**src/acrs_pkg.sv**
```systemverilog
package acrs_pkg;

    // result event codes
    typedef enum logic [2:0] {
        EV_NONE = 3'd0,
        EV_SKIP = 3'd1,
        EV_DATA = 3'd2,
        EV_PAL  = 3'd3,
        EV_EOD  = 3'd4
    } evt_code_t;

    // configuration register indexes
    localparam logic REG_DATA_END     = 1'b0;
    localparam logic REG_STREAM_COUNT = 1'b1;

    // tag characters
    localparam logic [7:0] CH_I    = 8'h69;
    localparam logic [7:0] CH_X    = 8'h78;
    localparam logic [7:0] CH_P    = 8'h70;
    localparam logic [7:0] CH_C    = 8'h63;
    localparam logic [7:0] CH_J    = 8'h4A;
    localparam logic [7:0] CH_U    = 8'h55;
    localparam logic [7:0] CH_N    = 8'h4E;
    localparam logic [7:0] CH_K    = 8'h4B;
    localparam logic [7:0] CH_ZERO = 8'h30;
    localparam logic [7:0] CH_NINE = 8'h39;

    localparam logic [6:0] NO_STREAM   = 7'd100;
    localparam logic [2:0] HITS_LIMIT  = 3'd5;
    localparam logic [2:0] HITS_MAX    = 3'd7;
    localparam logic [3:0] YOUNG_LIMIT = 4'd9;
    localparam logic [3:0] WIN_FULL    = 4'd7;
    localparam logic [3:0] IDX_MAX     = 4'd15;

    typedef struct packed {
        logic [15:0] prefix;
        logic [2:0]  hits;
    } pfx_entry_t;

    typedef struct packed {
        logic       en;
        pfx_entry_t data;
    } pfx_wr_t;

    typedef struct packed {
        evt_code_t   ev;
        logic [3:0]  stream_id;
        logic [31:0] chunk_size;
        logic [15:0] chunk_code;
    } result_t;

    // two ascii digits to a stream number, NO_STREAM otherwise
    function automatic logic [6:0] two_digit(input logic [7:0] a, input logic [7:0] b);
        logic [6:0] ha;
        logic [6:0] hb;
        ha = {3'b000, a[3:0]};
        hb = {3'b000, b[3:0]};
        if (a >= CH_ZERO && a <= CH_NINE && b >= CH_ZERO && b <= CH_NINE)
        begin
            return (ha << 3) + (ha << 1) + hb;
        end
        return NO_STREAM;
    endfunction

endpackage

```
**src/avi_chunk_header_resync_core.sv**
```systemverilog
// result path: a result beat is registered in the output stage, or in the skid stage while the output stage is full
// throughput: one byte per cycle while the skid stage is empty, set by the window shift and the
//   early registered read of the stream prefix table
// reset: scan closed, window cleared, prefix table valid bits cleared at once,
//   so the block takes bytes as soon as reset is released
module avi_chunk_header_resync_core
    import acrs_pkg::*;
#(
    parameter int MAX_STREAMS = 16
) (
    input  logic        clk,
    input  logic        rst_n,
    // configuration writes
    input  logic        cfg_we,
    input  logic        cfg_index,
    input  logic [47:0] cfg_data,
    // byte beats
    input  logic        in_valid,
    output logic        in_ready,
    input  logic [7:0]  byte_value,
    input  logic [47:0] byte_pos,
    input  logic        scan_start,
    // result beats
    output logic        out_valid,
    input  logic        out_ready,
    output logic [2:0]  event_res,
    output logic [3:0]  stream_id,
    output logic [31:0] chunk_size,
    output logic [15:0] chunk_code
);

    // prefix table address width follows the stream count
    localparam int AW = (MAX_STREAMS > 1) ? $clog2(MAX_STREAMS) : 1;

    logic [47:0] data_end_reg;
    logic [47:0] data_end_next;
    logic [4:0]  stream_count_reg;
    logic [4:0]  stream_count_next;
    logic        accept;
    logic [AW-1:0] rd_addr;
    logic [AW-1:0] wr_addr;
    pfx_entry_t  rd_data;
    pfx_wr_t     wr;
    result_t     res;
    result_t     out_data;

    // configuration registers; the user must write them only while idle, the block itself does not enforce it
    always_comb
    begin
        data_end_next     = data_end_reg;
        stream_count_next = stream_count_reg;
        if (cfg_we)
        begin
            case (cfg_index)
                REG_DATA_END:     data_end_next     = cfg_data;
                REG_STREAM_COUNT: stream_count_next = cfg_data[4:0];
                default:          data_end_next     = data_end_reg;
            endcase
        end
    end

    always_ff @(posedge clk or negedge rst_n)
    begin
        if (!rst_n)
        begin
            data_end_reg     <= 48'd0;
            stream_count_reg <= 5'd0;
        end
        else
        begin
            data_end_reg     <= data_end_next;
            stream_count_reg <= stream_count_next;
        end
    end

    // a byte beat is taken whenever the skid stage has room
    assign accept = in_valid && in_ready;

    // window, scan counter and chunk classification; the table entry for
    // the stream the window will name is read into a register before it is needed
    acrs_scan #(
        .MAX_STREAMS (MAX_STREAMS),
        .AW          (AW)
    ) u_scan (
        .clk          (clk),
        .rst_n        (rst_n),
        .accept       (accept),
        .byte_value   (byte_value),
        .byte_pos     (byte_pos),
        .scan_start   (scan_start),
        .data_end     (data_end_reg),
        .stream_count (stream_count_reg),
        .rd_data      (rd_data),
        .rd_addr      (rd_addr),
        .wr_addr      (wr_addr),
        .wr           (wr),
        .res          (res)
    );

    // per-stream learned prefix and hit count, forwarded on same-entry access
    acrs_pfx_mem #(
        .DEPTH (MAX_STREAMS),
        .AW    (AW)
    ) u_pfx_mem (
        .clk     (clk),
        .rst_n   (rst_n),
        .rd_addr (rd_addr),
        .rd_data (rd_data),
        .wr_addr (wr_addr),
        .wr      (wr)
    );

    // output register with skid so a single waiting result does not stall
    // the input; input stalls only once both stages hold a result
    acrs_out_skid u_out_skid (
        .clk      (clk),
        .rst_n    (rst_n),
        .up_valid (accept),
        .up_ready (in_ready),
        .up_data  (res),
        .dn_valid (out_valid),
        .dn_ready (out_ready),
        .dn_data  (out_data)
    );

    assign event_res  = out_data.ev;
    assign stream_id  = out_data.stream_id;
    assign chunk_size = out_data.chunk_size;
    assign chunk_code = out_data.chunk_code;

`ifndef SYNTHESIS
    // a byte at or past the data end always reports end of data
    a_eod_event: assert property (@(posedge clk) disable iff (!rst_n)
        (accept && byte_pos >= data_end_reg) |-> (res.ev == EV_EOD))
        else $error("end of data not reported");

    // the prefix table is only written for an accepted data chunk
    a_wr_data_only: assert property (@(posedge clk) disable iff (!rst_n)
        wr.en |-> (accept && res.ev == EV_DATA))
        else $error("prefix table written without data chunk");

    // events without a chunk carry zero fields
    a_none_zero: assert property (@(posedge clk) disable iff (!rst_n)
        (out_valid && (event_res == EV_NONE || event_res == EV_EOD))
            |-> (stream_id == 4'd0 && chunk_size == 32'd0 && chunk_code == 16'd0))
        else $error("fields set on an event without a chunk");
`endif

endmodule

```
**src/acrs_pfx_mem.sv**
```systemverilog
module acrs_pfx_mem
    import acrs_pkg::*;
#(
    parameter int DEPTH = 16,
    parameter int AW    = 4
) (
    input  logic          clk,
    input  logic          rst_n,
    input  logic [AW-1:0] rd_addr,
    output pfx_entry_t    rd_data,
    input  logic [AW-1:0] wr_addr,
    input  pfx_wr_t       wr
);

    pfx_entry_t       pfx_mem [DEPTH];
    pfx_entry_t       rd_mem_reg;
    pfx_entry_t       fwd_data_reg;
    logic             fwd_reg;
    logic             rd_valid_reg;
    logic [DEPTH-1:0] valid_reg;
    logic [DEPTH-1:0] valid_next;

    // entries never written read as zero
    always_comb
    begin
        valid_next = valid_reg;
        if (wr.en)
        begin
            valid_next[wr_addr] = 1'b1;
        end
    end

    always_ff @(posedge clk)
    begin
        if (wr.en)
        begin
            pfx_mem[wr_addr] <= wr.data;
        end
        rd_mem_reg   <= pfx_mem[rd_addr];
        fwd_data_reg <= wr.data;
    end

    always_ff @(posedge clk or negedge rst_n)
    begin
        if (!rst_n)
        begin
            valid_reg    <= '0;
            rd_valid_reg <= 1'b0;
            fwd_reg      <= 1'b0;
        end
        else
        begin
            valid_reg    <= valid_next;
            rd_valid_reg <= valid_reg[rd_addr];
            fwd_reg      <= wr.en && (wr_addr == rd_addr);
        end
    end

    assign rd_data = fwd_reg ? fwd_data_reg : (rd_valid_reg ? rd_mem_reg : '0);

endmodule

```
**src/acrs_scan.sv**
```systemverilog
module acrs_scan
    import acrs_pkg::*;
#(
    parameter int MAX_STREAMS = 16,
    parameter int AW          = 4
) (
    input  logic          clk,
    input  logic          rst_n,
    input  logic          accept,
    input  logic [7:0]    byte_value,
    input  logic [47:0]   byte_pos,
    input  logic          scan_start,
    input  logic [47:0]   data_end,
    input  logic [4:0]    stream_count,
    input  pfx_entry_t    rd_data,
    output logic [AW-1:0] rd_addr,
    output logic [AW-1:0] wr_addr,
    output pfx_wr_t       wr,
    output result_t       res
);

    localparam logic [6:0] MAX_CNT = 7'(MAX_STREAMS);

    logic [7:0]  win_reg [8];
    logic [7:0]  win_next [8];
    logic [7:0]  base_win [8];
    logic [7:0]  d [8];
    logic [3:0]  idx_reg;
    logic [3:0]  idx_next;
    logic [3:0]  base_idx;
    logic        closed_reg;
    logic        closed_next;
    logic        clear;
    logic        eod;
    logic        fits;
    logic        young;
    logic        match;
    logic        is_ix;
    logic        is_junk;
    logic [48:0] end_sum;
    logic [31:0] size;
    logic [15:0] code;
    logic [6:0]  count;
    logic [6:0]  n_ix;
    logic [6:0]  n_dat;
    logic [6:0]  n_pre;

    assign count = ({2'b00, stream_count} > MAX_CNT) ? MAX_CNT : {2'b00, stream_count};

    // window after this byte, before event handling
    always_comb
    begin
        clear    = scan_start || closed_reg;
        base_idx = clear ? 4'd0 : idx_reg;
        for (int i = 0; i < 8; i++)
        begin
            base_win[i] = clear ? 8'd0 : win_reg[i];
        end
        for (int i = 0; i < 7; i++)
        begin
            d[i] = base_win[i+1];
        end
        d[7] = byte_value;
    end

    assign eod     = byte_pos >= data_end;
    assign size    = {d[7], d[6], d[5], d[4]};
    assign code    = {d[2], d[3]};
    assign end_sum = {1'b0, byte_pos} + 49'(size);
    assign fits    = end_sum <= {1'b0, data_end};
    assign young   = base_idx < YOUNG_LIMIT;
    assign n_ix    = two_digit(d[2], d[3]);
    assign n_dat   = two_digit(d[0], d[1]);
    assign is_ix   = (d[0] == CH_I) && (d[1] == CH_X) && (n_ix < count);
    assign is_junk = (d[0] == CH_J) && (d[1] == CH_U) && (d[2] == CH_N) && (d[3] == CH_K);
    assign match   = code == rd_data.prefix;

    // classification and table update
    always_comb
    begin
        res         = '0;
        wr          = '0;
        wr.data     = rd_data;
        closed_next = closed_reg;
        idx_next    = idx_reg;
        win_next    = win_reg;
        if (accept)
        begin
            closed_next = 1'b0;
            if (eod)
            begin
                win_next    = base_win;
                idx_next    = base_idx;
                res.ev      = EV_EOD;
                closed_next = 1'b1;
            end
            else
            begin
                win_next = d;
                idx_next = (base_idx < IDX_MAX) ? base_idx + 4'd1 : IDX_MAX;
                if (base_idx >= WIN_FULL && fits)
                begin
                    if (is_ix || is_junk)
                    begin
                        res.ev         = EV_SKIP;
                        res.stream_id  = (d[0] == CH_I) ? n_ix[3:0] : 4'd0;
                        res.chunk_size = size;
                        res.chunk_code = code;
                        closed_next    = 1'b1;
                    end
                    else if (n_dat < count)
                    begin
                        if (match || ((rd_data.hits < HITS_LIMIT || young)
                                      && !d[2][7] && !d[3][7]))
                        begin
                            wr.en = 1'b1;
                            if (match)
                            begin
                                if (rd_data.hits < HITS_MAX)
                                begin
                                    wr.data.hits = rd_data.hits + 3'd1;
                                end
                            end
                            else
                            begin
                                wr.data.prefix = code;
                                wr.data.hits   = 3'd0;
                            end
                            res.ev         = EV_DATA;
                            res.stream_id  = n_dat[3:0];
                            res.chunk_size = size;
                            res.chunk_code = code;
                            closed_next    = 1'b1;
                        end
                        else if (d[2] == CH_P && d[3] == CH_C)
                        begin
                            res.ev         = EV_PAL;
                            res.stream_id  = n_dat[3:0];
                            res.chunk_size = size;
                            res.chunk_code = code;
                            closed_next    = 1'b1;
                        end
                    end
                end
            end
        end
    end

    // stream number the next byte would name, read ahead through the table's read register
    assign n_pre   = two_digit(win_next[1], win_next[2]);
    assign rd_addr = (n_pre < MAX_CNT) ? n_pre[AW-1:0] : '0;
    assign wr_addr = (n_dat < MAX_CNT) ? n_dat[AW-1:0] : '0;

    always_ff @(posedge clk or negedge rst_n)
    begin
        if (!rst_n)
        begin
            for (int i = 0; i < 8; i++)
            begin
                win_reg[i] <= 8'd0;
            end
            idx_reg    <= 4'd0;
            closed_reg <= 1'b1;
        end
        else
        begin
            win_reg    <= win_next;
            idx_reg    <= idx_next;
            closed_reg <= closed_next;
        end
    end

endmodule

```
**src/acrs_out_skid.sv**
```systemverilog
module acrs_out_skid
    import acrs_pkg::*;
(
    input  logic    clk,
    input  logic    rst_n,
    input  logic    up_valid,
    output logic    up_ready,
    input  result_t up_data,
    output logic    dn_valid,
    input  logic    dn_ready,
    output result_t dn_data
);

    logic    out_valid_reg;
    logic    out_valid_next;
    logic    skid_valid_reg;
    logic    skid_valid_next;
    result_t out_data_reg;
    result_t out_data_next;
    result_t skid_data_reg;
    result_t skid_data_next;

    assign up_ready = !skid_valid_reg;
    assign dn_valid = out_valid_reg;
    assign dn_data  = out_data_reg;

    always_comb
    begin
        out_valid_next  = out_valid_reg;
        out_data_next   = out_data_reg;
        skid_valid_next = skid_valid_reg;
        skid_data_next  = skid_data_reg;
        if (out_valid_reg && dn_ready)
        begin
            if (skid_valid_reg)
            begin
                out_data_next   = skid_data_reg;
                skid_valid_next = 1'b0;
            end
            else
            begin
                out_valid_next = 1'b0;
            end
        end
        if (up_valid && up_ready)
        begin
            if (!out_valid_next)
            begin
                out_valid_next = 1'b1;
                out_data_next  = up_data;
            end
            else
            begin
                skid_valid_next = 1'b1;
                skid_data_next  = up_data;
            end
        end
    end

    always_ff @(posedge clk)
    begin
        out_data_reg  <= out_data_next;
        skid_data_reg <= skid_data_next;
    end

    always_ff @(posedge clk or negedge rst_n)
    begin
        if (!rst_n)
        begin
            out_valid_reg  <= 1'b0;
            skid_valid_reg <= 1'b0;
        end
        else
        begin
            out_valid_reg  <= out_valid_next;
            skid_valid_reg <= skid_valid_next;
        end
    end

endmodule
```
**config.mk**
```make
export PLATFORM = sky130hd
export DESIGN_NAME = avi_chunk_header_resync_core
export DESIGN_NICKNAME = d
export VERILOG_FILES = /design/src/acrs_pkg.sv /design/src/avi_chunk_header_resync_core.sv /design/src/acrs_pfx_mem.sv /design/src/acrs_scan.sv /design/src/acrs_out_skid.sv
export SDC_FILE = /design/constraint.sdc
export NUM_CORES = 1
export LEC_CHECK = 0
export ABC_CLOCK_PERIOD_IN_PS = 9200
export BUFFER_PORTS_ARGS = -buffer_cell sky130_fd_sc_hd__buf_2
export CORE_AREA = 2 2 192 288
export CTS_CLUSTER_DIAMETER = 60
export DETAILED_ROUTE_END_ITERATION = 7
export DIE_AREA = 0 0 194 290
export PLACE_DENSITY = 0.75
export SYNTH_ARGS = -nofsm -noshare
export SYNTH_HDL_FRONTEND = slang
export SYNTH_HIERARCHICAL = 1
export SYNTH_SLANG_ARGS = --single-unit
export TNS_END_PERCENT = 50
```
**constraint.sdc**
```tcl
create_clock -name clk -period 9.2 [get_ports clk]
set_input_delay 0.92 -clock clk [delete_from_list [all_inputs] [get_ports clk]]
set_output_delay 0.92 -clock clk [all_outputs]
set_load 0.02 [all_outputs]
```
**Word-level counts from Yosys, hierarchy flattened**

Memory sizes are Yosys's and may differ from the RTL's. A register that Yosys moved wholly into a read port is not among the register bits.
Cells that the tools add are included.

- Flip-flop bits (word level): 263
- Bits in latches: 0
- Memory bits (writable): 304
- Memory bits (read-only): 0
- Input port bits: 111
- Output and inout port bits: 57
- Logic and storage cells: 174
- Memories kept: 1

Memories:

| memory | depth | bits a word | rd ports | clocked after Yosys merged registers in | wr ports | line | RTL |
|---|---|---|---|---|---|---|---|
| u_pfx_mem.pfx_mem | 16 | 19 | 1 | 1 | 1 | acrs_pfx_mem.sv:15 | `pfx_entry_t pfx_mem [DEPTH];` |

- Add/subtract/negate cells: 9
- Multipliers: 0
- Divide/modulo/power cells: 0
- Order comparisons: 27
- Equality and inequality tests: 10
- Shifts and indexed selects: 0
- Multiplexer cells: 66
- Bitwise logic cells: 2
- Reductions and logical operators: 33

Operators with widths:

| kind | number |
|---|---|
| $mux W55 | 9 |
| $mux W20 | 6 |
| $mux W56 | 2 |
| $eq A8 B7 Y1 const B | 8 |
| $mux W8 | 7 |
| $mux W54 | 1 |
| $mux W52 | 1 |
| $add A48 B32 Y49 | 1 |
| $le A49 B48 Y1 | 1 |
| $ge A48 B48 Y1 | 1 |
| $ge A8 B6 Y1 const B | 6 |
| $le A8 B6 Y1 const B | 6 |
| $mux W7 | 6 |
| $mux W19 | 2 |
| $mux W4 | 6 |
| $logic_and A1 B1 Y1 | 23 |
| $add A7 B4 Y7 | 3 |
| $add A7 B5 Y7 | 3 |
| $mux W1 | 19 |
| $eq A16 B16 Y1 | 1 |
| $mux W16 | 1 |
| $or A16 B16 Y16 | 1 |
| $lt A7 B5 Y1 const B | 2 |
| $lt A7 B7 Y1 | 2 |
| other kinds (17) | 29 |

**Longest topological paths before layout**

Gate-level depths: netlist of run 1.

- Depth in word-level cells: 17
- Gate-level depth with buffers: 32
- Gate-level depth less buffers: 28

**By module**

Netlist of run 1, hierarchy kept.

Modules (own cells, without submodules):

| module | times used | cells each | area each (um^2) | sequential area each (um^2) |
|---|---|---|---|---|
| acrs_pfx_mem | 1 | 603 | 13207.7 | 10339.9 |
| acrs_scan | 1 | 1259 | 9635.5 | 1527.7 |
| acrs_out_skid | 1 | 373 | 4433.0 | 2802.7 |
| avi_chunk_header_resync_core | 1 | 114 | 2088.3 | 1326.3 |

**Least setup slack after synthesis of run 1**

Ideal clock, no wire load.

- Path type: input-to-reg
- Start: input scan_start
- End: memory u_pfx_mem/pfx_mem[0][0] in the netlist's numbering (enable)
- Library setup time: 420 ps
- Arrival: 8916 ps
- Data required time: 8780 ps
- Path slack: -136 ps
- Stages: 30
- Buffers on the path: 5
- Path through: nor2_2 buf_2 clkbuf_1 clkbuf_1 clkbuf_1 and2_1 ha_1 a211oi_1 nor2_1 a2111oi_0 o41ai_1 a2111oi_0 o31ai_1 a221o_1 and2_1 clkbuf_1 nand4_1 xnor2_1 ha_1 and4_1 nand3_1 or4_1 o22ai_1 o21a_1 o31ai_1 a311oi_2 nand2_1 nor2_1 or3b_2 nor3_1

RTL lines:

| item | line | RTL |
|---|---|---|
| start: declaration | avi_chunk_header_resync_core.sv:22 | `input logic scan_start,` |
| end: declaration | acrs_pfx_mem.sv:15 |  |

==> qor.log, run 1 <==
qor: power_and_ir_drop.p_total 7.17 mW
qor: hold_path.hold_path_class in2async
qor: routing.drtAntennaViolNets 0
qor: power_and_ir_drop.comb_power_share 20.9%
qor: timing.period_needed 8.30 ns
qor: flow_run.drv_cap 0
qor: placed_design.port_buffers 167
qor: layout.largest_register_ffs 304
qor: timing.fin_hold_ws 0.394 ns
qor: floorplanning.start_util 54.8%
qor: yosys.yosys.area_share.adder 7.13%
qor: clocking.resize_count_post_cts 0
qor: layout.final_net_count 2,794
qor: layout.area_growth_syn_to_layout 12.9%
qor: clocking.cts_max_level 2
qor: power_and_ir_drop.switching_power 2.16 mW
qor: routing.drtPass1Iterations 8
qor: floorplanning.num_io_pins 168
qor: clocking.root_buffer clkbuf_16
qor: floorplanning.fp.dieArea 56,300 µm²
qor: power_and_ir_drop.power.leakage 12.4 nW
qor: routing.drt-initial-drc-count 1,659
qor: floorplanning.floorplan.die.height 290 µm
qor: global_routing.antenna_found_initial 0
qor: layout.finalCoreUtilization 61.9%
qor: yosys.synth_top_family_by_area simple AND/OR/NAND/NOR gates
qor: global_routing.grt_first_pass_wirelength 120 mm
qor: routing.detailroute.via_count 20,200
qor: power_and_ir_drop.cell_internal_pwr 5.00 mW
qor: yosys.synth.lib_cells_used.distinct 92
qor: timing.hold_viol_final 0
qor: timing.report.final.setup_viol 0
qor: yosys.synth_area_per_cell 12.5 µm²
qor: clocking.cts_buf_count 55
qor: yosys.synth_mux_area_share 9.37%
qor: clocking.cts_setup_buffers 0
qor: yosys.yosysWarningCount 6
qor: global_routing.grt_pass1_vias 21,100
qor: yosys.synth_compound_area_share 11.3%
qor: clocking.cts.hold.buffers_added 0
qor: global_routing.pin_count_of_the_biggest_net_entering_global_routing 88
qor: global_routing.globalRouteOverflowTotal 0
qor: clocking.worst_setup_hold_path_clk_slew 0.06 ns
qor: power_and_ir_drop.power-per-cell-area 216 nW/µm²
qor: power_and_ir_drop.max-vdd-ir-drop 0.239 mV
qor: yosys.synth_async_sr_flop_share 22.9%
qor: timing.final_max_slew_viol_count 0
qor: timing.clock-skew-final 0.0349 ns
qor: clocking.worst_skew_pair.late_latency 0.64 ns
qor: timing.period_share 90.2%
qor: layout.layout.filler_cells 4,132
qor: setup_path.critPathKind reg2reg
qor: routing.wire_per_inst 23.8 µm
qor: outcome.status completed
qor: yosys.synth-xor-area-share 2.03%
qor: global_routing.global_route.usage.total 27.5%
qor: yosys.synth-seq-cells 586
qor: timing.maxClockFrequency 121 MHz
qor: power_and_ir_drop.p_sw_share 30.2%
qor: placed_design.placed_cells 3,155
qor: timing.setup_tns 0 ns
qor: yosys.synth_ff_type edfxtp_1
qor: routing.drc_errors 0
qor: yosys.seq_area_frac_synth 54.5%
qor: layout.post_layout_nonfiller_instances 3,257
qor: timing.worst_pin_slew 1.29 ns
qor: yosys.net_count_of_the_mapped_netlist 2,620
qor: setup_path.cp_data_required_time 9.48 ns
qor: power_and_ir_drop.power.share.clock 34.5%
qor: setup_path.worst_path_arrival_time 8.58 ns
qor: power_and_ir_drop.seq_power_share 44.6%
qor: clocking.cts.path.max_buffers 3
qor: timing.slew_headroom 13.1%
qor: clocking.numClockSinks 586
qor: layout.area.sequential 16,000 µm²
qor: setup_path.crit_path_end_kind flip-flop
qor: yosys.synth-edff-count 359
qor: routing.post_drt_via_cell_ratio 6.19
qor: placed_design.placed_area 31,200 µm²
qor: setup_path.timing.critical_path.fanout_max 37
qor: layout.multi_input_area 12,400 µm²
qor: layout.non_filler_cell_area_final 33,200 µm²
qor: yosys.syn-instance-count 2,349
qor: floorplanning.rows 104
qor: layout.share_of_final_layout_standard_cells_stronger_than_drive_strength_1 21.9%
qor: yosys.post_synth_and_or_nand_nor_area_fraction 12.0%
qor: floorplanning.floorplan.core_area 53,600 µm²
qor: layout.num_antenna_cells 0
qor: routing.drt-total-wl 77.6 mm
qor: clocking.cts_tree yes
qor: timing.rsz0062_at_grt false
qor: placed_design.hpwlAfterDp 55.4 mm
qor: placed_design.gp_congestion 0.958
qor: setup_path.worst_setup_path_start_kind flip-flop
qor: timing.post-route-worst-setup-slack 0.903 ns
qor: yosys.syn_area 29,400 µm²
qor: placed_design.placement.setup.worst_slack 0.627 ns
qor: floorplanning.die-width 194 µm
path summary, 6_finish.rpt:
check | startpoint | to | slack, ns | cells past startpoint
worst min-delay path | rst_n | data_end_reg[17] | 0.39 | 1
max in group asynchronous | rst_n | u_scan/win_reg[5] | 7.60 | 2
worst min register to register | u_pfx_mem/valid_reg[5] | u_pfx_mem/valid_reg[5] | 0.47 | 1
worst max register to register | u_scan/closed_reg | u_pfx_mem/pfx_mem[7][17] | 0.90 | 27
min in group clk | u_pfx_mem/valid_reg[5] | u_pfx_mem/valid_reg[5] | 0.47 | 1
worst max-delay path | u_scan/closed_reg | u_pfx_mem/pfx_mem[7][17] | 0.90 | 27
Yosys cell counts (19+ instances only):
| cell type | count | area share [%] |
|---|---|---|
| a21o_1 | 37 | 0.95 |
| a21oi_1 | 113 | 1.9 |
| a22o_1 | 34 | 1.0 |
| a22oi_1 | 42 | 1.1 |
| a31oi_1 | 32 | 0.68 |
| a31oi_2 | 30 | 1.3 |
| and2_1 | 40 | 0.85 |
| and3_1 | 55 | 1.2 |
| buf_2 | 20 | 0.34 |
| clkbuf_1 | 64 | 0.82 |
| dfrtp_1 | 133 | 11 |
| dfxtp_1 | 93 | 6.3 |
| edfxtp_1 | 359 | 37 |
| ha_1 | 153 | 6.5 |
| inv_1 | 111 | 1.4 |
| mux2_2 | 40 | 1.5 |
| mux2_4 | 24 | 1.2 |
| mux4_2 | 64 | 4.9 |
| nand2_1 | 277 | 3.5 |
| nand3_1 | 28 | 0.48 |
| nand4_1 | 27 | 0.58 |
| nor2_1 | 87 | 1.1 |
| nor2b_1 | 19 | 0.40 |
| nor3_1 | 75 | 1.3 |
| o21ai_0 | 53 | 0.90 |
| xnor2_1 | 49 | 1.5 |
| xor2_1 | 19 | 0.57 |
worst max-delay path: stages, from the launching register on:
cell and delay, ns:
dfstp_2 0.74, nor2_4 0.10, buf_4 0.21, buf_4 0.27, and2_1 0.22, ha_1 0.42, nand2_1 0.11, o41ai_1 0.47
o21ai_0 0.23, o31ai_1 0.68, a221o_1 0.39, and2_1 0.22, nand4_1 0.12, xnor2_1 0.14, ha_1 0.28, and4_1 0.21
nand3_1 0.12, or4_1 0.58, o22ai_1 0.21, o21a_1 0.15, o31ai_1 0.16, a311oi_2 0.38, nand2_1 0.12, nor2_1 0.38
buf_4 0.22, nand3b_1 0.21, nor2_2 0.19, buf_4 0.36
cell usage in the layout, fill, tap and decap left out, drive strengths merged, types with 40 or more instances in the layout:
| master | count |
|---|---|
| edfxtp | 359 |
| nand2 | 278 |
| o21ai | 53 |
| clkbuf | 69 |
| a31oi | 72 |
| nor3 | 76 |
| nor2 | 89 |
| a22oi | 42 |
| dfxtp | 93 |
| mux2 | 64 |
| ha | 153 |
| inv | 117 |
| mux4 | 80 |
| a21oi | 113 |
| buf | 237 |
| and3 | 55 |
| xnor2 | 49 |
| and2 | 40 |
| dfrtp | 133 |
metal layers:
layer | wire length (µm) | part of all wire (%) | GRT usage [%]
met5 | 0 | 0 | 0
met1 | 27100 | 35 | 29.6
met3 | 3920 | 5.1 | 3.64
met4 | 5900 | 7.6 | 18.6
met2 | 40600 | 52 | 49.8
final cells by class:
type	instances	area share, %
inverters	111	1.26
clock inverters	33	1.49
well taps	689	2.60
clock buffers	69	4.46
repair buffers	237	4.58
multi-input cells	1532	37.4
flip-flops and latches	586	48.2
power by group through the flow:
stage	Combinational (mW)	Sequential, mW	Clock, mW
finish	1.50	3.20	2.47
global route	1.63	3.21	2.62
CTS	1.49	3.19	2.51
detailed placement	1.48	3.25	0
global placement	1.45	3.24	0
floorplan	0.920	3.31	0
kinds of logic (layout without fill, tap and decap cells):
family / after synthesis / count (layout)
AO/OA/AOI/OAI: 444 / 444
XOR/XNOR: 68 / 68
flip-flops: 586 / 586
adder cells (fa/ha/maj): 164 / 164
AND/OR/NAND/NOR: 704 / 704
buffers and inverters: 231 / 450
multiplexers: 152 / 152
No activity file was read; power rests on OpenSTA's default activity.
==> inputs of run 2 (changes only) <==
CTS_BUF_LIST = sky130_fd_sc_hd__clkbuf_2   (was default)
CTS_CLUSTER_SIZE = 10   (was default)
==> run 2 against run 1 <==
Effect of this change:
- wire length down 0.24%
- global-route usage hardly changed
- sequential share of layout area is 1.1 points higher
- worst setup slack lost 0.069 ns
- design area shrank 2.2%
- worst hold slack got worse by 0.24 ns
- maximum frequency down 0.82%
- flip-flop and latch count did not move
- combinational power is essentially flat
- core utilization decreased by 1.4 points
- via count grew 1.2%
- power decreased by 16%
- critical endpoint is now u_pfx_mem/pfx_mem[0][15]
- highest routed layer unchanged
==> qor.log, run 2 (same netlist as run 1, synthesis figures left out) <==
qor: routing.drc_errors 0 [unchanged]
qor: clocking.cts_setup_buffers 0 [unchanged]
qor: clocking.cts_tree yes [unchanged]
qor: setup_path.worst_path_arrival_time 9.10 ns [was 8.58 ns]
qor: clocking.resize_count_post_cts 0 [unchanged]
qor: routing.detailroute.via_count 20,400 [was 20,200]
qor: clocking.cts_buf_count 69 [was 55]
qor: routing.wire_per_inst 23.2 µm [was 23.8 µm]
qor: floorplanning.floorplan.core_area 53,600 µm² [unchanged]
qor: layout.final_net_count 2,858 [was 2,794]
qor: floorplanning.fp.dieArea 56,300 µm² [unchanged]
qor: global_routing.global_route.usage.total 27.5% [about the same]
qor: setup_path.reg2reg_setup_slack 0.83 ns [was 0.90 ns]
qor: clocking.cts_max_level 3 [was 2]
qor: routing.post_drt_via_cell_ratio 6.12 [was 6.19]
qor: layout.share_of_final_layout_standard_cells_stronger_than_drive_strength_1 22.7% [was 21.9%]
qor: placed_design.placement.setup.worst_slack 0.627 ns [unchanged]
qor: timing.rsz0062_at_grt false [unchanged]
qor: setup_path.critPathKind reg2reg [unchanged]
qor: global_routing.grt_first_pass_wirelength 120 mm [unchanged]
qor: timing.period_share 90.9% [was 90.2%]
qor: global_routing.pin_count_of_the_biggest_net_entering_global_routing 88 [unchanged]
qor: clocking.worst_skew_pair.late_latency 1.11 ns [was 0.64 ns]
qor: layout.largest_register_ffs 304 [unchanged]
qor: timing.period_needed 8.37 ns [was 8.30 ns]
qor: layout.layout.filler_cells 4,266 [was 4,132]
qor: power_and_ir_drop.power-per-cell-area 185 nW/µm² [was 216 nW/µm²]
qor: floorplanning.floorplan.die.height 290 µm [unchanged]
qor: clocking.cts.hold.buffers_added 50 [was 0]
qor: global_routing.grt_pass1_vias 21,300 [was 21,100]
qor: layout.mostFrequentLayoutCell edfxtp_1 [unchanged]
qor: timing.setup_tns 0 ns [unchanged]
qor: timing.hold_viol_final 0 [unchanged]
qor: power_and_ir_drop.max-vdd-ir-drop 0.172 mV [was 0.239 mV]
qor: setup_path.timing.critical_path.fanout_max 20 [was 37]
qor: timing.post-route-worst-setup-slack 0.834 ns [was 0.903 ns]
qor: timing.clock-skew-final 0.124 ns [was 0.0349 ns]
qor: layout.multi_input_area 12,400 µm² [unchanged]
qor: hold_path.hold_path_class in2reg [was in2async]
qor: timing.worst_pin_slew 1.40 ns [was 1.29 ns]
qor: outcome.status completed [unchanged]
qor: routing.drt-total-wl 77.4 mm [was 77.6 mm]
qor: placed_design.gp_congestion 0.958 [unchanged]
qor: layout.finalCoreUtilization 60.5% [was 61.9%]
qor: routing.drtAntennaViolNets 0 [unchanged]
qor: flow_run.drv_cap 0 [unchanged]
qor: layout.final_cell_mix edfxtp_1 (359), nand2_1 (277), buf_2 (166) [unchanged]
qor: timing.report.final.setup_viol 0 [unchanged]
qor: clocking.cts.path.max_buffers 3 [unchanged]
qor: setup_path.crit_path_end_kind flip-flop [unchanged]
qor: global_routing.globalRouteOverflowTotal 0 [unchanged]
qor: clocking.numClockSinks 586 [unchanged]
qor: setup_path.worst_setup_path_start_kind flip-flop [unchanged]
qor: clocking.worst_setup_hold_path_clk_slew 0.18 ns [was 0.06 ns]
qor: floorplanning.start_util 54.8% [unchanged]
qor: timing.slew_headroom 5.51% [was 13.1%]
qor: routing.drtPass1Iterations 7 [was 8]
qor: power_and_ir_drop.power.leakage 12.2 nW [was 12.4 nW]
qor: routing.drt-initial-drc-count 1,628 [was 1,659]
qor: layout.area_growth_syn_to_layout 10.4% [was 12.9%]
qor: floorplanning.die-width 194 µm [unchanged]
qor: floorplanning.num_io_pins 168 [unchanged]
qor: placed_design.hpwlAfterDp 55.4 mm [unchanged]
qor: clocking.root_buffer clkbuf_2 [was clkbuf_16]
qor: timing.fin_hold_ws 0.156 ns [was 0.394 ns]
qor: placed_design.port_buffers 167 [unchanged]
qor: global_routing.antenna_found_initial 3 [was 0]
qor: layout.area.sequential 16,000 µm² [unchanged]
qor: timing.maxClockFrequency 120 MHz [was 121 MHz]
qor: timing.final_max_slew_viol_count 0 [unchanged]
qor: setup_path.cp_data_required_time 9.94 ns [was 9.48 ns]
qor: floorplanning.rows 104 [unchanged]
-- run 2: cell count changes in the layout (fill, tap and decap cells not counted), moves of 7 or more --
cell,change
clkbuf_16,-55
dlygate4sd3_1,+50
clkinv_2,-7
clkbuf_2,+117
clkbuf_1,-9
bufinv_16,-8
-- run 2: final timing paths --
kind,start,to,cells after the start
max in group asynchronous,rst_n,u_pfx_mem/fwd_reg,3
min reg2reg,u_pfx_mem/valid_reg[5],u_pfx_mem/valid_reg[5],1
max,u_scan/closed_reg,u_pfx_mem/pfx_mem[0][15],26
max reg2reg,u_scan/closed_reg,u_pfx_mem/pfx_mem[0][15],26
min,byte_value[6],u_scan/win_reg[6],2
min in group asynchronous,rst_n,data_end_reg[17],2
-- run 2: layout make-up --
| class | instances | area share, % |
|---|---|---|
| inverters | 111 | 1.28 |
| diodes | 3 | 0.0232 |
| clock buffers | 117 | 1.81 |
| repair buffers | 287 | 6.22 |
| multi-input cells | 1532 | 38.2 |
| flip-flops and latches | 586 | 49.3 |
| clock inverters | 11 | 0.436 |
| well taps | 689 | 2.66 |
-- run 2: per-layer routing --
layer	part of all wire [%]	global-route usage [%]	up-vias
met4	7.1	18.3	0
met1	35	29.7	10100
met3	5.3	4.07	240
li1	-	-	9296
met5	0	0	-
met2	52	49.7	788
-- run 2: through the flow --
stage / instances / area, µm² / power, mW
after floorplan: 2349 / 29400 / 4.23
after global placement: 3155 / 31200 / 4.69
after detailed placement: 3155 / 31200 / 4.73
after CTS: 3333 / 32400 / 6.05
after global routing: 3335 / 32400 / 6.31
final: 3336 / 32400 / 6.00
-- run 2: critical path, stage by stage, from the launching register on --
cell and delay [ns]:
dfstp_2 0.77, nor2_4 0.10, and2_1 0.17, ha_1 0.33, a211oi_1 0.23, nor2_1 0.09
a2111oi_0 0.61, o41ai_1 0.25, a2111oi_0 0.57, o31ai_1 0.32, a41o_1 0.34, a21o_1 0.18
a21oi_1 0.17, xnor2_1 0.10, ha_1 0.32, nand4_1 0.15, nor4_1 0.71, nand3_1 0.16
o22ai_1 0.22, o21a_1 0.15, o31ai_1 0.15, a311oi_2 0.39, nand2_1 0.12, nor2_1 0.38
or3b_2 0.57, nor3_2 0.22, buf_12 0.22
-- run 2: report_power, final --
part | internal, mW | switching [mW]
Clock | 0.417 | 0.875
Sequential | 2.99 | 0.206
Combinational | 0.569 | 0.945
==> inputs of run 3 (changes only) <==
CORE_AREA = 2 2 191 287   (was 2 2 192 288)
CTS_BUF_LIST = default   (was sky130_fd_sc_hd__clkbuf_2)
DIE_AREA = 0 0 193 289   (was 0 0 194 290)
PLACE_DENSITY = 0.76   (was 0.75)
SYNTH_HIERARCHICAL = default   (was 1)
==> run 3 against run 2 <==
Effect of this change:
- critical path depth is 2 higher
- design area is 1.7% higher
- critical path type unchanged
- largest cell class unchanged
- core utilization is 1.3 points higher
- final cell count is 6.3% higher
- count of clock-buffer cells in the layout is 2 higher
- maximum frequency is 1.7% lower
==> qor.log, run 3 <==
qor: yosys.synth_ff_type edfxtp_1 [unchanged]
qor: routing.drt-initial-drc-count 1,634 [was 1,628]
qor: routing.wire_per_inst 22.3 µm [was 23.2 µm]
qor: global_routing.grt_pass1_vias 22,500 [was 21,300]
qor: layout.largest_register_ffs 304 [unchanged]
qor: timing.rsz0062_at_grt false [unchanged]
qor: power_and_ir_drop.seq_power_share 45.6% [was 53.2%]
qor: flow_run.drv_cap 0 [unchanged]
qor: layout.layout.filler_cells 4,145 [was 4,266]
qor: yosys.area_share_of_the_largest_cell_type_after_synthesis 37.0% [was 36.7%]
qor: setup_path.worst_setup_path_start_kind flip-flop [unchanged]
qor: routing.drc_errors 0 [unchanged]
qor: power_and_ir_drop.comb_power_share 16.9% [was 25.2%]
qor: timing.report.final.setup_viol 0 [unchanged]
qor: setup_path.reg2reg_launch_point u_scan.closed_reg [was u_scan/closed_reg]
qor: power_and_ir_drop.p_total 6.86 mW [was 6.00 mW]
qor: setup_path.critical_path.startpoint u_scan.closed_reg [was u_scan/closed_reg]
qor: yosys.syn-instance-count 2,645 [was 2,349]
qor: timing.slew_headroom 19.5% [was 5.51%]
qor: power_and_ir_drop.power-per-cell-area 208 nW/µm² [was 185 nW/µm²]
qor: yosys.synth_area_per_cell 11.0 µm² [was 12.5 µm²]
qor: yosys.synth-seq-cells 586 [unchanged]
qor: clocking.cts.path.max_buffers 3 [unchanged]
qor: routing.drtPass1Iterations 5 [was 7]
qor: yosys.yosysWarningCount 0 [was 6]
qor: hold_path.hold_path_class in2async [was in2reg]
qor: setup_path.crit_top_cell nand2_1
qor: global_routing.globalRouteOverflowTotal 0 [unchanged]
qor: floorplanning.num_io_pins 168 [unchanged]
qor: routing.post_drt_via_cell_ratio 6.16 [was 6.12]
qor: clocking.numClockSinks 586 [unchanged]
qor: global_routing.pin_count_of_the_biggest_net_entering_global_routing 102 [was 88]
qor: clocking.cts.hold.buffers_added 0 [was 50]
qor: routing.detailroute.via_count 21,800 [was 20,400]
qor: floorplanning.start_util 54.6% [was 54.8%]
qor: placed_design.gp_congestion 0.947 [was 0.958]
qor: global_routing.grt_first_pass_wirelength 121 mm [was 120 mm]
qor: clocking.worst_setup_hold_path_clk_slew 0.06 ns [was 0.18 ns]
qor: timing.clock-skew-final 0.0192 ns [was 0.124 ns]
qor: timing.maxClockFrequency 118 MHz [was 120 MHz]
qor: clocking.worst_skew_pair.late_latency 0.62 ns [was 1.11 ns]
qor: yosys.seq_area_frac_synth 54.9% [was 54.5%]
qor: global_routing.global_route.usage.total 28.5% [was 27.5%]
qor: setup_path.critPathKind reg2reg [unchanged]
qor: layout.final_net_count 3,071 [was 2,858]
qor: timing.hold_viol_final 0 [unchanged]
qor: yosys.synth.top_cells.by_count nand2_1 (367), edfxtp_1 (359), o21ai_0 (172) [was edfxtp_1 (359), nand2_1 (277), ha_1 (153)]
qor: timing.worst_pin_slew 1.21 ns [was 1.40 ns]
qor: layout.share_of_final_layout_standard_cells_stronger_than_drive_strength_1 15.2% [was 22.7%]
qor: clocking.resize_count_post_cts 0 [unchanged]
qor: outcome.status completed [unchanged]
qor: floorplanning.floorplan.core_area 53,400 µm² [was 53,600 µm²]
qor: floorplanning.die-width 193 µm [was 194 µm]
qor: power_and_ir_drop.max-vdd-ir-drop 0.154 mV [was 0.172 mV]
qor: yosys.synth-edff-count 359 [unchanged]
qor: layout.mostFrequentLayoutCell nand2_1 [was edfxtp_1]
qor: yosys.net_count_of_the_mapped_netlist 2,916 [was 2,620]
qor: placed_design.placed_area 30,800 µm² [was 31,200 µm²]
qor: yosys.synth.top_cells.by_area edfxtp_1 (37%), dfrtp_1 (11%), ha_1 (6.6%) [was edfxtp_1 (37%), dfrtp_1 (11%), ha_1 (6.5%)]
qor: routing.drtAntennaViolNets 0 [unchanged]
qor: setup_path.worst_path_arrival_time 8.80 ns [was 9.10 ns]
qor: layout.final_cell_mix nand2_1 (367), edfxtp_1 (359), o21ai_0 (172) [was edfxtp_1 (359), nand2_1 (277), buf_2 (166)]
qor: yosys.post-synth-top-area-cell edfxtp_1 [unchanged]
qor: clocking.cts_setup_buffers 0 [unchanged]
qor: setup_path.crit_path_end_kind flip-flop [unchanged]
qor: floorplanning.rows 104 [unchanged]
qor: placed_design.port_buffers 167 [unchanged]
qor: setup_path.cp_data_required_time 9.49 ns [was 9.94 ns]
qor: global_routing.antenna_found_initial 0 [was 3]
qor: setup_path.cp_slowest_stage_delay 0.79 ns [was 0.77 ns]
qor: layout.non_filler_cell_area_final 33,000 µm² [was 32,400 µm²]
qor: clocking.cts_tree yes [unchanged]
qor: yosys.post-synth-top-count-cell nand2_1 [was edfxtp_1]
qor: power_and_ir_drop.p_sw_share 29.2% [was 33.8%]
qor: yosys.syn_area 29,100 µm² [was 29,400 µm²]
qor: clocking.cts_buf_count 70 [was 69]
qor: placed_design.hpwlAfterDp 54.5 mm [was 55.4 mm]
qor: setup_path.timing.critical_path.slowest_stage_cell nor4_2 [was dfstp_2]
qor: routing.drt-total-wl 79.0 mm [was 77.4 mm]
qor: timing.period_needed 8.51 ns [was 8.37 ns]
qor: floorplanning.floorplan.die.height 289 µm [was 290 µm]
qor: power_and_ir_drop.power.share.clock 37.5% [was 21.5%]
qor: layout.area_growth_syn_to_layout 13.2% [was 10.4%]
qor: power_and_ir_drop.power.leakage 12.8 nW [was 12.2 nW]
qor: clocking.cts_max_level 3 [unchanged]
qor: yosys.synth_async_sr_flop_share 22.9% [unchanged]
qor: floorplanning.fp.dieArea 55,800 µm² [was 56,300 µm²]
qor: power_and_ir_drop.switching_power 2.00 mW [was 2.03 mW]
qor: timing.final_max_slew_viol_count 0 [unchanged]
qor: yosys.synth.lib_cells_used.distinct 86 [was 92]
qor: power_and_ir_drop.cell_internal_pwr 4.86 mW [was 3.97 mW]
qor: timing.period_share 92.5% [was 90.9%]
qor: setup_path.timing.critical_path.fanout_max 44 [was 20]
qor: clocking.root_buffer clkbuf_16 [was clkbuf_2]
run 3: layout make-up:
type | count | area (µm²) | area share, %
Sequential cell | 586 | 16000 | 48.5
Inverter | 136 | 510 | 1.55
Antenna cell | 1 | 2.50 | 0.00759
Timing Repair Buffer | 227 | 1310 | 3.96
Clock buffer | 119 | 1970 | 5.97
Tap cell | 689 | 862 | 2.61
Multi-Input combinational cell | 1779 | 12200 | 36.9
Clock inverter | 10 | 174 | 0.528
run 3: path summary, 6_finish.rpt:
| kind | depth (start not counted) | end | slack, ns |
|---|---|---|---|
| max in group asynchronous | 2 | u_pfx_mem.valid_reg[2] | 7.49 |
| hold / removal | 1 | data_end_reg[8] | 0.31 |
| setup / recovery | 28 | u_pfx_mem.pfx_mem[10][16] | 0.69 |
| setup reg to reg | 28 | u_pfx_mem.pfx_mem[10][16] | 0.69 |
| hold reg to reg | 1 | u_pfx_mem.valid_reg[0] | 0.47 |
| min in group clk | 1 | u_pfx_mem.valid_reg[0] | 0.47 |
run 3: worst max-delay path, delay by kind of cell, from the launching register on:
| kind | cells | cell delay [ns] |
|---|---|---|
| and+or+nand+nor | 12 | 3.76 |
| adders and majority gates | 2 | 0.55 |
| AOI/OAI and AO/OA | 10 | 2.41 |
| buffers and inverters | 3 | 0.93 |
| xor gates and xnor gates | 1 | 0.07 |
| DFF | 1 | 0.43 |
run 3: power groups by stage:
| stage | clock [mW] | sequential [mW] | combinational, mW |
|---|---|---|---|
| after detailed placement | 0 | 3.18 | 1.15 |
| after CTS | 2.61 | 3.13 | 1.16 |
| after global routing | 2.72 | 3.14 | 1.29 |
| after global placement | 0 | 3.17 | 1.12 |
| final | 2.58 | 3.13 | 1.16 |
| after floorplan | 0 | 3.24 | 0.656 |
run 3: routing by layer:
layer  vias up  part of all wire, %  track usage [%]
met1     10600                   35             30.5
li1      10000                    -                -
met5         -                    0                0
met3       296                  6.4             4.08
met2       956                   52             51.1
met4         0                  7.0             20.1
run 3: through the flow:
| stage | util (%) | TNS (ns) | hold WS, ns | setup WS, ns | instances |
|---|---|---|---|---|---|
| finish | 61.8 | 0 | 0.310 | 0.692 | 3547 |
| global route | 61.8 | 0 | 0.353 | 0.227 | 3546 |
| CTS | 61.8 | 0 | 0.313 | 0.781 | 3546 |
| detailed placement | 57.8 | 0 | 0.458 | 0.241 | 3417 |
| global placement | 57.8 | 0 | 0.448 | 0.472 | 3417 |
| floorplan | - | -52.35 | 0.432 | -0.394 | 2645 |
run 3: cell families after synthesis:
family | after synthesis | synth area share [%]
AO/OA/AOI/OAI | 655 | 14.5
adder cells (fa/ha/maj) | 166 | 7.26
buffers and inverters | 280 | 3.78
flip-flops | 586 | 54.9
XOR/XNOR | 61 | 1.83
AND/OR/NAND/NOR | 814 | 13.0
multiplexers | 83 | 4.69
